## src/design/uer_pkg.sv

```systemverilog
package uer_pkg;

  // field and register widths
  localparam int TEMP_W  = 12;
  localparam int TIME_W  = 16;
  localparam int SC_W    = 5;
  localparam int DIST_W  = 14;
  localparam int ST_W    = 3;
  localparam int IDX_W   = 3;
  localparam int CFG_W   = 16;

  // speed of sound in 1/256 m/s, time of flight product and divider sizes
  localparam int SPEED_W = 17;
  localparam int SLOPE_W = 20;
  localparam int BASE_W  = 18;
  localparam int PROD_W  = TIME_W + SPEED_W;
  localparam int DQ_W    = 15;
  localparam int DSR_W   = 19;

  localparam logic signed [BASE_W-1:0]  SPEED_BASE  = 18'sd84813;
  localparam logic signed [SLOPE_W-1:0] SPEED_SLOPE = 20'sd155;
  localparam logic [DSR_W-1:0]          TOF_DIV     = 19'd320000;

  // status codes
  localparam logic [ST_W-1:0] ST_OK       = 3'd0;
  localparam logic [ST_W-1:0] ST_START_TO = 3'd1;
  localparam logic [ST_W-1:0] ST_END_TO   = 3'd2;
  localparam logic [ST_W-1:0] ST_RANGE    = 3'd3;
  localparam logic [ST_W-1:0] ST_NONE     = 3'd4;

  // register indexes
  localparam logic [IDX_W-1:0] REG_TEMP     = 3'd0;
  localparam logic [IDX_W-1:0] REG_START_TO = 3'd1;
  localparam logic [IDX_W-1:0] REG_END_TO   = 3'd2;
  localparam logic [IDX_W-1:0] REG_GUARD    = 3'd3;
  localparam logic [IDX_W-1:0] REG_SCOUNT   = 3'd4;
  localparam logic [IDX_W-1:0] REG_MIN      = 3'd5;
  localparam logic [IDX_W-1:0] REG_MAX      = 3'd6;

  // register reset values
  localparam logic [TEMP_W-1:0] RST_TEMP     = 12'd320;
  localparam logic [TIME_W-1:0] RST_START_TO = 16'd10000;
  localparam logic [TIME_W-1:0] RST_END_TO   = 16'd38000;
  localparam logic [TIME_W-1:0] RST_GUARD    = 16'd60000;
  localparam logic [SC_W-1:0]   RST_SCOUNT   = 5'd1;
  localparam logic [DIST_W-1:0] RST_MIN      = 14'd320;
  localparam logic [DIST_W-1:0] RST_MAX      = 14'd9600;

  typedef struct packed {
    logic              go;
    logic [PROD_W-1:0] dividend;
    logic [DSR_W-1:0]  divisor;
  } div_req_t;

  typedef struct packed {
    logic              done;
    logic [PROD_W-1:0] quotient;
  } div_rsp_t;

endpackage

```

## src/design/uer_div.sv

```systemverilog
module uer_div import uer_pkg::*; (
  input  logic     clk_i,
  input  logic     rst_ni,
  input  div_req_t req_i,
  output div_rsp_t rsp_o
);

  localparam int CNT_W = $clog2(PROD_W + 1);

  logic [CNT_W-1:0]  cnt_q;
  logic              done_q;
  logic [DSR_W-1:0]  rem_q, rem_d;
  logic [DSR_W-1:0]  dsr_q;
  logic [PROD_W-1:0] quo_q;
  logic [DSR_W:0]    trial, diff;
  logic              take;

  // restoring division, one quotient bit per cycle
  always_comb begin
    trial = {rem_q, quo_q[PROD_W-1]};
    diff  = trial - {1'b0, dsr_q};
    take  = trial >= {1'b0, dsr_q};
    rem_d = take ? diff[DSR_W-1:0] : trial[DSR_W-1:0];
  end

  always_ff @(posedge clk_i or negedge rst_ni) begin
    if (!rst_ni) begin
      cnt_q  <= '0;
      done_q <= 1'b0;
    end else begin
      done_q <= 1'b0;
      if (req_i.go) begin
        cnt_q <= CNT_W'(PROD_W);
      end else if (cnt_q != '0) begin
        cnt_q <= cnt_q - CNT_W'(1);
        if (cnt_q == CNT_W'(1)) begin
          done_q <= 1'b1;
        end
      end
    end
  end

  always_ff @(posedge clk_i) begin
    if (req_i.go) begin
      rem_q <= '0;
      quo_q <= req_i.dividend;
      dsr_q <= req_i.divisor;
    end else if (cnt_q != '0) begin
      rem_q <= rem_d;
      quo_q <= {quo_q[PROD_W-2:0], take};
    end
  end

  assign rsp_o.done     = done_q;
  assign rsp_o.quotient = quo_q;

`ifndef SYNTHESIS
  a_load: assert property (@(posedge clk_i) disable iff (!rst_ni)
    req_i.go |=> cnt_q == CNT_W'(PROD_W))
    else $error("divider did not load its step count");

  a_rem: assert property (@(posedge clk_i) disable iff (!rst_ni)
    (cnt_q != '0 && dsr_q != '0) |-> rem_q < dsr_q)
    else $error("partial remainder not below divisor");

  a_done: assert property (@(posedge clk_i) disable iff (!rst_ni)
    done_q |-> cnt_q == '0)
    else $error("divider done while still stepping");
`endif

endmodule

```

## config.mk

```make
export PLATFORM = sky130hd
export DESIGN_NAME = uer_div
export DESIGN_NICKNAME = d
export VERILOG_FILES = /design/src/design/uer_pkg.sv /design/src/design/uer_div.sv
export SDC_FILE = /design/constraint.sdc
export NUM_CORES = 1
export LEC_CHECK = 0
export BUFFER_PORTS_ARGS = -buffer_cell sky130_fd_sc_hd__buf_2
export CORE_MARGIN = 5
export CORE_UTILIZATION = 49
export CTS_CLUSTER_DIAMETER = 80
export DETAILED_ROUTE_END_ITERATION = 8
export PLACE_DENSITY = 0.8
export SYNTH_ARGS = -nofsm -noshare
export SYNTH_HDL_FRONTEND = slang
export SYNTH_SLANG_ARGS = --single-unit
```

## constraint.sdc

```tcl
create_clock -name clk_i -period 2.3 [get_ports clk_i]
set_input_delay 0.575 -clock clk_i [delete_from_list [all_inputs] [get_ports clk_i]]
set_output_delay 0.575 -clock clk_i [all_outputs]
set_load 0.01 [all_outputs]
```

## Word level (Yosys, flattened, before mapping)

Cells that the tools add are included.

- Bits in latches: 0
- Memory bits (read-only): 0
- Bits in registers: 78
- Bits in writable memories: 0
- Memories: 0
- Word-level logic and storage cells: 19

- $mul: 0
- Mux-type cells: 8
- Divide/modulo/power cells: 0
- Equal/unequal tests: 1
- Shift-type cells: 0
- Reduce and logical (&&, ||, !) cells: 2
- Order comparisons: 1
- Add/subtract/negate cells: 2
- Bitwise logic cells: 0

Operators with widths:

| operator | number |
|---|---|
| 33-bit two-way mux | 2 |
| 20-bit by 19-bit >= comparator with 1-bit output | 1 |
| 19-bit two-way mux | 1 |
| 19-bit subtractor | 1 |
| 6-bit two-way mux | 2 |
| 6-bit by 1-bit equality test with 1-bit output, second input constant | 1 |
| 6-bit nonzero test | 1 |
| 6-bit by 1-bit subtractor with 6-bit output, second input constant | 1 |
| 1-bit two-way mux | 3 |
| 2-bit nonzero test | 1 |

## Logic depth before layout (Yosys ltp)

Gate-level depths: netlist (run 1).

- Depth after elaboration: 4
- Depth in mapped cells: 11
- Gate-level depth less buffers: 10

## Least setup slack after synthesis (run 1)

Ideal clock, no wire load.

- Path kind: reg2reg
- From: register quo_q[32]
- To: register rem_q[10]
- Required time: 2172 ps
- Cell stages (with the launch flop): 12
- Period minus slack after synthesis: 2573 ps
- Slack: -273 ps
- Buffers on the path: 1
- Data arrival time: 2445 ps
- Path through: edfxtp_1 > inv_1 > ha_1 > fa_1 > nor2b_1 > o21ai_1 > a21oi_1 > o21ai_1 > a221oi_4 > buf_8 > mux2i_1 > o21ai_1

- Longest elaborated chain between the ends: 2

RTL lines:

| element | RTL line | source |
|---|---|---|
| start, declared | uer_div.sv:14 | `logic [PROD_W-1:0] quo_q;` |
| start signal, assigned | uer_div.sv:46 | `quo_q <= req_i.dividend;` |
| start signal, assigned | uer_div.sv:50 | `quo_q <= {quo_q[PROD_W-2:0], take};` |
| 19-bit subtractor or 20-bit by 19-bit >= comparator with 1-bit output (tied branches) | uer_div.sv:21, uer_div.sv:22 |  |
| 19-bit two-way mux * | uer_div.sv:23 | `rem_d = take ? diff[DSR_W-1:0] : trial[DSR_W-1:0];` |
| end signal, assigned | uer_div.sv:49 | `rem_q <= rem_d;` |
| end, declared | uer_div.sv:12 | `logic [DSR_W-1:0] rem_q, rem_d;` |

Mark *: on every way between the ends. The rest lies on a longest branch, timed or not.
A chain may end at the register's enable or synchronous reset.

## Final worst setup path (run 1)

- From: register dsr_q[0]
- To: register rem_q[10]

- Longest elaborated chain between the ends: 2

RTL lines:

| element | RTL line | source |
|---|---|---|
| start, declared | uer_div.sv:13 | `logic [DSR_W-1:0] dsr_q;` |
| start signal, assigned | uer_div.sv:47 | `dsr_q <= req_i.divisor;` |
| 19-bit subtractor or 20-bit by 19-bit >= comparator with 1-bit output (tied branches) | uer_div.sv:21, uer_div.sv:22 |  |
| 19-bit two-way mux * | uer_div.sv:23 |  |

Marks and branches as above.

==> results.sh, run 1 <==
export IMPL_status="complete, but fails checks"
export IMPL_violations="setup timing"
export IMPL_worst_ep_arrival_time_ns=2.64
export IMPL_grt_usage=0.1895
export IMPL_synth_common_cells="edfxtp_1, nand2_1, mux2_2, inv_1, ha_1"
export IMPL_placed_cells=576
export IMPL_placementRows=33
export IMPL_maxSlewHeadroom=0.4670
export IMPL_synth_area_sq_um=4174
export IMPL_fin_util=0.6339
export IMPL_num_io_pins=89
export IMPL_antenna_found_initial=0
export IMPL_ctsHoldBuffers=0
export IMPL_ir_drop_v=0.0004950
export IMPL_cts_htree_levels=3
export IMPL_p_leak_nw=2.278
export IMPL_via_count=3237
export IMPL_crit_required_ns=2.52
export IMPL_syn_avg_cell_area_sq_um=11.37
export IMPL_path_delay_family="compound AO/OA/AOI/OAI gates"
export IMPL_max_stage_delay_ns=0.43
export IMPL_firstDrtPassIters=4
export IMPL_ys_seq_area_frac=0.5072
export IMPL_area_delta_synth_final_pct=25.42
export IMPL_core_area_sq_um=8258
export IMPL_drcViolationCount=0
export IMPL_clk_latency_ns=0.35
export IMPL_slowest_stage="edfxtp_1"
export IMPL_grt_max_degree=56
export IMPL_reg2reg_setup_slack_ns=-0.11
export IMPL_critical_path_buf_inv_count=1
export IMPL_clock_fmax_mhz=414.9
export IMPL_layout_drive_gt1_share=0.3866
export IMPL_critPathKind="reg2reg"
export IMPL_crit_top_cell="o21ai_2"
export IMPL_reg2reg_depth=10
export IMPL_cts_root_buffer="clkbuf_8"
export IMPL_grt_first_pass_wirelength_um=15550
export IMPL_synth_ff_latch_count=78
export IMPL_drv_slew=0
export IMPL_cts_tree="built"
export IMPL_finalWorstSetupSlack_ns=-0.1105
export IMPL_routedWlPerCell_um=15.99
export IMPL_start_util=0.5055
export IMPL_fin_cells=599
export IMPL_final_nets=566
export IMPL_yosysWarningCount=0
export IMPL_ant_nets=0
export IMPL_worst_pin_slew_ns=0.7995
export IMPL_synth_async_sr_flop_share=0.08974
export IMPL_diodes=0
export IMPL_path_max_fanout=12
export IMPL_max_cap_violations=0
export IMPL_critPathLaunchType="flip-flop"
export IMPL_path_clk_slew_ns=0.09
export IMPL_cts_sinks=78
export IMPL_timing_rr_start="dsr_q[0]$_DFFE_PP_"
export IMPL_power_total_mw=3.524
export IMPL_clock_skew_ns=0.007737
export IMPL_chipWidth_um=102.3
export IMPL_path_depth=10
export IMPL_syn_num_nets=444
export IMPL_syn_inst=367
export IMPL_wirelength_um=9576
export IMPL_hold_path_class="in2async"
export IMPL_post_route_min_period_ns=2.410
export IMPL_path_cells="ha_4, fa_2, nor2b_4, o21ai_2, a21oi_2, o21ai_2, a221oi_4, buf_6, mux2i_1, o21ai_1"
export IMPL_synth_area_leaders="edfxtp_1, dfxtp_1, mux2_2, ha_1, dfrtp_1"
export IMPL_grt_overflow=0
export IMPL_cts_buffers=9
export IMPL_fp_dieH_um=102.3
export IMPL_dp_hpwl_um=6999
export IMPL_gp_congestion=0.8779
export IMPL_synth_area_leader_cell="edfxtp_1"
export IMPL_power_density_nw_per_um2=673.1
export IMPL_rr_endpoint="rem_q[10]$_SDFFE_PP0P_"
export IMPL_synth_most_common_cell="edfxtp_1"
export IMPL_fin_area_sq_um=5235
export IMPL_final_hold_viol_count=0
export IMPL_end_kind="flip-flop"
export IMPL_synth_ff_type="edfxtp_1"
export IMPL_grt_pass1_vias=3384
export IMPL_yosysTopAreaCellShare=0.3741
export IMPL_vias_per_cell=5.404
export IMPL_synth_cell_types=56
export IMPL_port_buffer_count=88
export IMPL_timing_final_crit_share=1.048
export IMPL_pre_cts_slack_ns=-0.1323
export IMPL_die_area_sq_um=10460
export IMPL_postPlaceCellArea_sq_um=4926
export IMPL_drtIter0Drc=146
export IMPL_finalSetupViolCount=19
export IMPL_rsz0062_at_grt="yes"
export IMPL_synth_edff_count=52
export IMPL_clockBufferDepth=2
==> kinds of logic (layout without fill, tap and decap cells) <==
logic type	Yosys count	in the layout	synth area share
AO/OA/AOI/OAI	83	83	0.1325
multiplexers	46	46	0.1202
buffers and inverters	37	164	0.03926
AND/OR/NAND/NOR	85	85	0.09952
adder cells (fa/ha/maj)	22	22	0.06775
flip-flops	78	78	0.5072
XOR/XNOR	16	16	0.03357
==> cell type report <==
class                           count  area, sq um
Timing Repair Buffer              125        733.2
Fill cell                         660         3023
Clock inverter                      7        96.34
Sequential cell                    78         2117
Clock buffer                        9        123.9
Tap cell                          105        131.4
Multi-Input combinational cell    252         1943
Inverter                           23        90.09
==> report_power, final <==
part,leakage [nW],internal [mW],switching [mW],total (mW)
registers,0.778,1.65,0.0774,1.73
clock network,0.104,0.615,0.529,1.14
logic,1.40,0.319,0.334,0.653
total,2.28,2.58,0.941,3.52
==> worst max path at each step <==
stage	startpoint	to	slack, ns
2_1_floorplan	quo_q[32]$_DFFE_PP_	rem_q[10]$_SDFFE_PP0P_	-0.14
3_5_place_dp	quo_q[32]$_DFFE_PP_	rem_q[4]$_SDFFE_PP0P_	-0.13
5_1_grt	dsr_q[0]$_DFFE_PP_	rem_q[9]$_SDFFE_PP0P_	-0.27
6_report	dsr_q[0]$_DFFE_PP_	rem_q[10]$_SDFFE_PP0P_	-0.11
4_1_cts	quo_q[32]$_DFFE_PP_	rem_q[3]$_SDFFE_PP0P_	-0.09
3_3_place_gp	quo_q[32]$_DFFE_PP_	rem_q[9]$_SDFFE_PP0P_	-0.06
==> worst reg2reg max path, stage by stage, from the launching register on <==
cell,delay (ns)
edfxtp_1,0.43
ha_4,0.19
fa_2,0.36
nor2b_4,0.14
o21ai_2,0.07
a21oi_2,0.16
o21ai_2,0.09
a221oi_4,0.37
buf_6,0.22
mux2i_1,0.21
o21ai_1,0.07
==> metal layers <==
metal / up-vias / global-route usage / part of all wire
li1: 1605 / - / -
met1: 1516 / 0.2296 / 0.40
met2: 108 / 0.3183 / 0.50
met3: 8 / 0.06894 / 0.088
met4: 0 / 0.05449 / 0.0095
met5: - / 0 / 0
==> flip-flops by register name, indices dropped and copies added (netlist names) <==
name,flops
done_q,1
dsr_q,19
cnt_q,6
rem_q,19
quo_q,33
==> repair_timing <==
action	CTS	global route
resized for setup	3	8
hold endpoints to repair	0	0
endpoints found under the setup margin	19	19
setup buffers	5	1
gates cloned	1	0
pin swaps	6	1
==> through the flow <==
step / hold slack [ns] / setup TNS, ns
2_1_floorplan: 0.2794 / -1.698
3_3_place_gp: 0.4140 / -0.6658
3_5_place_dp: 0.4169 / -1.869
4_1_cts: 0.03161 / -0.9433
5_1_grt: 0.02809 / -3.878
6_report: 0.04537 / -1.360
==> cell usage in the layout, fill, tap and decap left out, drive strengths merged, types with 10 or more instances in the layout <==
cell      n
mux2     33
nor2     17
inv      24
dfxtp    19
ha       21
nand2    34
buf     125
xnor2    10
a21oi    19
edfxtp   52
o21ai    28
mux2i    13
No activity file was read; power rests on OpenSTA's default activity.
==> run 2: changes to the inputs <==
==> constraint.sdc (replaced) <==
create_clock -name clk_i -period 2 [get_ports clk_i]
set_input_delay 0.5 -clock clk_i [delete_from_list [all_inputs] [get_ports clk_i]]
set_output_delay 0.5 -clock clk_i [all_outputs]
set_load 0.01 [all_outputs]
==> run 2 against run 1 <==
Against the previous run: the flow still finishes with violations (setup timing); die area did not move; critical path depth grew 3; maximum frequency is 2.6% lower; non-clock buffer count grew 48; register-to-register slack lost 0.36 ns; power grew 15%; hold slack better by 0.27 ns; largest power group unchanged; highest routed layer unchanged.
==> results.sh, run 2 (synthesized netlist as in run 1, its figures left out) <==
export IMPL_hold_path_class="in2reg"
export IMPL_start_util=0.5055
export IMPL_layout_drive_gt1_share=0.4539
export IMPL_critical_path_buf_inv_count=4
export IMPL_power_density_nw_per_um2=719.4
export IMPL_max_cap_violations=0
export IMPL_cts_root_buffer="clkbuf_8"
export IMPL_layout_commonest_cell="buf_2"
export IMPL_chipWidth_um=102.3
export IMPL_grt_usage=0.2073
export IMPL_via_count=3482
export IMPL_vias_per_cell=5.373
export IMPL_drtIter0Drc=167
export IMPL_rsz0062_at_grt="yes"
export IMPL_end_kind="flip-flop"
export IMPL_dp_hpwl_um=7703
export IMPL_largest_register_ffs=33
export IMPL_path_delay_family="compound AO/OA/AOI/OAI gates"
export IMPL_grt_max_degree=35
export IMPL_largest_registers="quo_q: 33 flops, dsr_q: 19 flops, rem_q: 19 flops"
export IMPL_gp_congestion=0.8863
export IMPL_grt_busiest_layer="met2"
export IMPL_grt_first_pass_wirelength_um=17050
export IMPL_clock_skew_ns=0.01412
export IMPL_slowest_stage="edfxtp_1"
export IMPL_ir_drop_v=0.0005092
export IMPL_num_io_pins=89
export IMPL_wirelength_um=10630
export IMPL_clockBufferDepth=2
export IMPL_antenna_found_initial=1
export IMPL_path_clk_slew_ns=0.10
export IMPL_ant_nets=0
export IMPL_fin_setup_tns_ns=-7.700
export IMPL_timing_final_crit_share=1.237
export IMPL_cts_sinks=78
export IMPL_final_nets=614
export IMPL_path_cells="inv_2, ha_4, fa_2, nor2b_4, o21ai_2, a21oi_2, o21ai_2, a221oi_4, buf_6, buf_6, buf_4, nand4_1, o211ai_1"
export IMPL_finalWorstSetupSlack_ns=-0.4736
export IMPL_grt_overflow=0
export IMPL_clock_fmax_mhz=404.3
export IMPL_use_met2=0.3498
export IMPL_status="complete, but fails checks"
export IMPL_grt_use_met1=0.2509
export IMPL_grt_pass1_vias=3693
export IMPL_drcViolationCount=0
export IMPL_critPathLaunchType="flip-flop"
export IMPL_finalSetupViolCount=20
export IMPL_crit_required_ns=2.27
export IMPL_grt_use_met3=0.06348
export IMPL_firstDrtPassIters=5
export IMPL_fp_dieH_um=102.3
export IMPL_routedWlPerCell_um=16.41
export IMPL_post_route_min_period_ns=2.474
export IMPL_drv_slew=0
export IMPL_worst_pin_slew_ns=0.4937
export IMPL_port_buffer_count=88
export IMPL_cts_buffers=9
export IMPL_placementRows=33
export IMPL_top_register="quo_q"
export IMPL_critPathKind="reg2reg"
export IMPL_max_stage_delay_ns=0.39
export IMPL_p_leak_nw=2.537
export IMPL_worst_ep_arrival_time_ns=2.75
export IMPL_cts_tree="built"
export IMPL_area_delta_synth_final_pct=35.43
export IMPL_final_hold_viol_count=0
export IMPL_final_cell_mix="buf_2, buf_4, edfxtp_1, nand2_1, mux2_2"
export IMPL_maxSlewHeadroom=0.6623
export IMPL_power_total_mw=4.067
export IMPL_die_area_sq_um=10460
export IMPL_clk_latency_ns=0.35
export IMPL_cts_htree_levels=3
export IMPL_violations="setup timing"
export IMPL_core_area_sq_um=8258
export IMPL_path_max_fanout=6
-- run 2: path summary, 6_finish.rpt --
path,slack [ns],from,end,cells past startpoint
worst max-delay path,-0.47,quo_q[32]$_DFFE_PP_,rem_q[17]$_SDFFE_PP0P_,13
worst max register to register,-0.47,quo_q[32]$_DFFE_PP_,rem_q[17]$_SDFFE_PP0P_,13
max in group asynchronous,1.32,rst_ni,cnt_q[2]$_DFFE_PN0P_,2
worst min-delay path,0.32,req_i[14],dsr_q[14]$_DFFE_PP_,1
worst min register to register,0.49,rem_q[13]$_SDFFE_PP0P_,rem_q[13]$_SDFFE_PP0P_,2
min in group asynchronous,0.50,rst_ni,done_q$_DFF_PN0_,2
-- run 2: final cells by class --
type | count | area [sq um]
repair buffers | 173 | 1112
fillers | 619 | 2605
clock buffers | 9 | 123.9
multi-input cells | 252 | 1996
clock inverters | 7 | 80.08
diodes | 1 | 2.502
flip-flops and latches | 78 | 2117
well taps | 105 | 131.4
inverters | 23 | 90.09
-- run 2: metrics by stage --
step,instances,worst slack [ns],cell area [sq um],util,hold slack (ns)
floorplan,367,-0.4440,4219,-,0.2044
global placement,620,-0.3617,5278,0.6391,0.3404
detailed placement,620,-0.4862,5278,0.6391,0.3412
CTS,641,-0.4565,5560,0.6733,0.3012
global route,648,-0.5684,5653,0.6845,0.2883
finish,648,-0.4736,5653,0.6845,0.3175
-- run 2: routing by layer --
metal,vias up,part of all wire,wire length [um]
met3,13,0.067,717
met5,-,0,0
met2,117,0.51,5450
met1,1660,0.41,4340
met4,0,0.012,123
li1,1692,-,-
-- run 2: repair_timing --
action                                 CTS  global route
gates cloned                             0             1
setup endpoints to repair               20            20
gates resized for setup                  8            12
endpoints found under the hold margin    7             0
setup buffers                            4             5
pin swaps                                2            10
hold buffers                             1             0
-- run 2: power breakdown --
part / leakage (nW) / internal (mW) / switching, mW
logic: 1.66 / 0.412 / 0.411
registers: 0.778 / 1.90 / 0.0908
clock network: 0.102 / 0.595 / 0.663
==> run 3: changes to the inputs <==
--- a/config.mk
+++ b/config.mk
@@ -7,10 +7,11 @@
 export LEC_CHECK = 0
 export BUFFER_PORTS_ARGS = -buffer_cell sky130_fd_sc_hd__buf_2
 export CORE_MARGIN = 5
-export CORE_UTILIZATION = 49
+export CORE_UTILIZATION = 55
 export CTS_CLUSTER_DIAMETER = 80
 export DETAILED_ROUTE_END_ITERATION = 8
-export PLACE_DENSITY = 0.8
+export MAX_ROUTING_LAYER = met4
+export PLACE_DENSITY = 0.84
 export SYNTH_ARGS = -nofsm -noshare
 export SYNTH_HDL_FRONTEND = slang
 export SYNTH_SLANG_ARGS = --single-unit
==> constraint.sdc (replaced) <==
create_clock -name clk_i -period 2.6 [get_ports clk_i]
set_input_delay 0.65 -clock clk_i [delete_from_list [all_inputs] [get_ports clk_i]]
set_output_delay 0.65 -clock clk_i [all_outputs]
set_load 0.01 [all_outputs]
==> run 3 against run 2 <==
Against the previous run: critical endpoint is now rem_q[9]$_SDFFE_PP0P_; die area decreased by 9.9%; count of clock-buffer cells in the layout increased by 2; utilization increased by 0.19 points; non-clock buffer count decreased by 65; design area decreased by 11%; maximum frequency decreased by 2.4%; largest power group unchanged; largest cell class unchanged; the flow now finishes without violations; wire length decreased by 6.8%.
==> results.sh, run 3 (synthesized netlist as in run 1, its figures left out) <==
export IMPL_grt_overflow=0
export IMPL_antenna_found_initial=0
export IMPL_final_nets=549
export IMPL_grt_max_degree=35
export IMPL_start_util=0.5694
export IMPL_cts_buffers=9
export IMPL_top_register="quo_q"
export IMPL_cts_sinks=78
export IMPL_path_max_fanout=6
export IMPL_drcViolationCount=0
export IMPL_firstDrtPassIters=4
export IMPL_ant_nets=0
export IMPL_power_density_nw_per_um2=571.8
export IMPL_diodes=0
export IMPL_maxSlewHeadroom=0.6328
export IMPL_final_hold_viol_count=0
export IMPL_chipWidth_um=97.12
export IMPL_placed_cells=552
export IMPL_clk_latency_ns=0.35
export IMPL_critPathLaunchType="flip-flop"
export IMPL_fp_dieH_um=97.12
export IMPL_post_route_min_period_ns=2.535
export IMPL_finalWorstSetupSlack_ns=0.06539
export IMPL_gp_congestion=0.8781
export IMPL_crit_path_start="quo_q[32]$_DFFE_PP_"
export IMPL_grt_first_pass_wirelength_um=16230
export IMPL_cts_root_buffer="clkbuf_8"
export IMPL_routedWlPerCell_um=17.21
export IMPL_critPathKind="reg2reg"
export IMPL_end_kind="flip-flop"
export IMPL_ctsHoldBuffers=0
export IMPL_rsz0062_at_grt="yes"
export IMPL_area_delta_synth_final_pct=20.56
export IMPL_layout_drive_gt1_share=0.3543
export IMPL_reg2reg_setup_slack_ns=0.07
export IMPL_wirelength_um=9911
export IMPL_status="completed"
export IMPL_clock_fmax_mhz=394.5
export IMPL_crit_end="rem_q[9]$_SDFFE_PP0P_"
export IMPL_grt_pass1_vias=3471
export IMPL_worst_pin_slew_ns=0.5507
export IMPL_port_buffer_count=88
export IMPL_hold_path_class="in2async"
export IMPL_cts_htree_levels=3
export IMPL_drtIter0Drc=165
export IMPL_path_clk_slew_ns=0.08
export IMPL_core_area_sq_um=7331
export IMPL_final_cell_mix="buf_2, edfxtp_1, nand2_1, mux2_2, inv_1"
export IMPL_num_io_pins=89
export IMPL_vias_per_cell=5.727
export IMPL_grt_usage=0.2172
export IMPL_ir_drop_v=0.0003670
export IMPL_max_cap_violations=0
export IMPL_worst_ep_arrival_time_ns=2.75
export IMPL_clockBufferDepth=2
export IMPL_largest_registers="quo_q: 33 flops, dsr_q: 19 flops, rem_q: 19 flops"
export IMPL_pre_cts_slack_ns=-0.07727
export IMPL_reg2reg_depth=12
export IMPL_drv_slew=0
export IMPL_rr_endpoint="rem_q[9]$_SDFFE_PP0P_"
export IMPL_via_count=3299
export IMPL_placementRows=31
export IMPL_cts_tree="built"
export IMPL_die_area_sq_um=9431
export IMPL_layout_commonest_cell="buf_2"
export IMPL_p_leak_nw=2.176
export IMPL_crit_required_ns=2.81
export IMPL_timing_rr_start="quo_q[32]$_DFFE_PP_"
export IMPL_clock_skew_ns=0.009827
export IMPL_finalSetupViolCount=0
export IMPL_dp_hpwl_um=7140
export IMPL_fin_cells=576
export IMPL_largest_register_ffs=33
export IMPL_timing_final_crit_share=0.9748
run 3: stage by stage:
step / setup TNS [ns] / hold slack [ns] / total power [mW] / util / cell area, sq um
4_1_cts: 0 / 0.1061 / 2.887 / 0.6798 / 4984
5_1_grt: -0.1093 / 0.1021 / 3.022 / 0.6865 / 5032
6_report: 0 / 0.1184 / 2.877 / 0.6865 / 5032
3_3_place_gp: 0 / 0.4603 / 2.055 / 0.6489 / 4757
2_1_floorplan: 0 / 0.3544 / 1.872 / - / 4174
3_5_place_dp: -0.4776 / 0.4701 / 2.080 / 0.6489 / 4757
run 3: layout make-up:
| type | count | area [sq um] |
|---|---|---|
| clock inverters | 5 | 37.54 |
| clock buffers | 11 | 131.4 |
| fillers | 521 | 2298 |
| flip-flops and latches | 78 | 2117 |
| repair buffers | 108 | 613.1 |
| well taps | 99 | 123.9 |
| inverters | 23 | 86.33 |
| multi-input cells | 252 | 1923 |
run 3: worst min path at each step:
stage / startpoint / endpoint / slack, ns / cells past startpoint
floorplan: rst_ni / cnt_q[0]$_DFFE_PN0P_ / 0.35 / 0
global placement: rem_q[4]$_SDFFE_PP0P_ / rem_q[4]$_SDFFE_PP0P_ / 0.46 / 2
detailed placement: rem_q[6]$_SDFFE_PP0P_ / rem_q[6]$_SDFFE_PP0P_ / 0.47 / 2
CTS: rst_ni / cnt_q[2]$_DFFE_PN0P_ / 0.11 / 1
global route: rst_ni / cnt_q[2]$_DFFE_PN0P_ / 0.10 / 1
finish: rst_ni / cnt_q[2]$_DFFE_PN0P_ / 0.12 / 1
run 3: layer usage:
metal	GRT usage	share of wire	up-vias
li1	-	-	1573
met1	0.2585	0.42	1566
met2	0.3546	0.49	140
met3	0.06533	0.079	20
met4	0.06911	0.019	0
met5	-	0	-
run 3: power by group:
group          switching, mW  leakage, nW  total, mW  internal (mW)
registers             0.0657        0.778       1.52           1.46
clock network          0.453       0.0795      0.802          0.349
logic                  0.294         1.32      0.552          0.258
total                  0.813         2.18       2.88           2.06
run 3: critical path, cell delays in order (launching register included):
cell and delay (ns):
edfxtp_1 0.36, inv_1 0.06, ha_2 0.20, fa_2 0.42, nor2b_4 0.14, o21ai_2 0.08
a21oi_2 0.17, o21ai_2 0.10, a221oi_4 0.27, buf_6 0.17, buf_6 0.14, mux2i_1 0.21
o21ai_1 0.08
run 3: repair_timing:
action                     4_1_cts  5_1_grt
pin swaps                        2        4
setup buffers                    3        3
resized for setup                8        8
setup endpoints to repair       16       19
gates cloned                     2        0
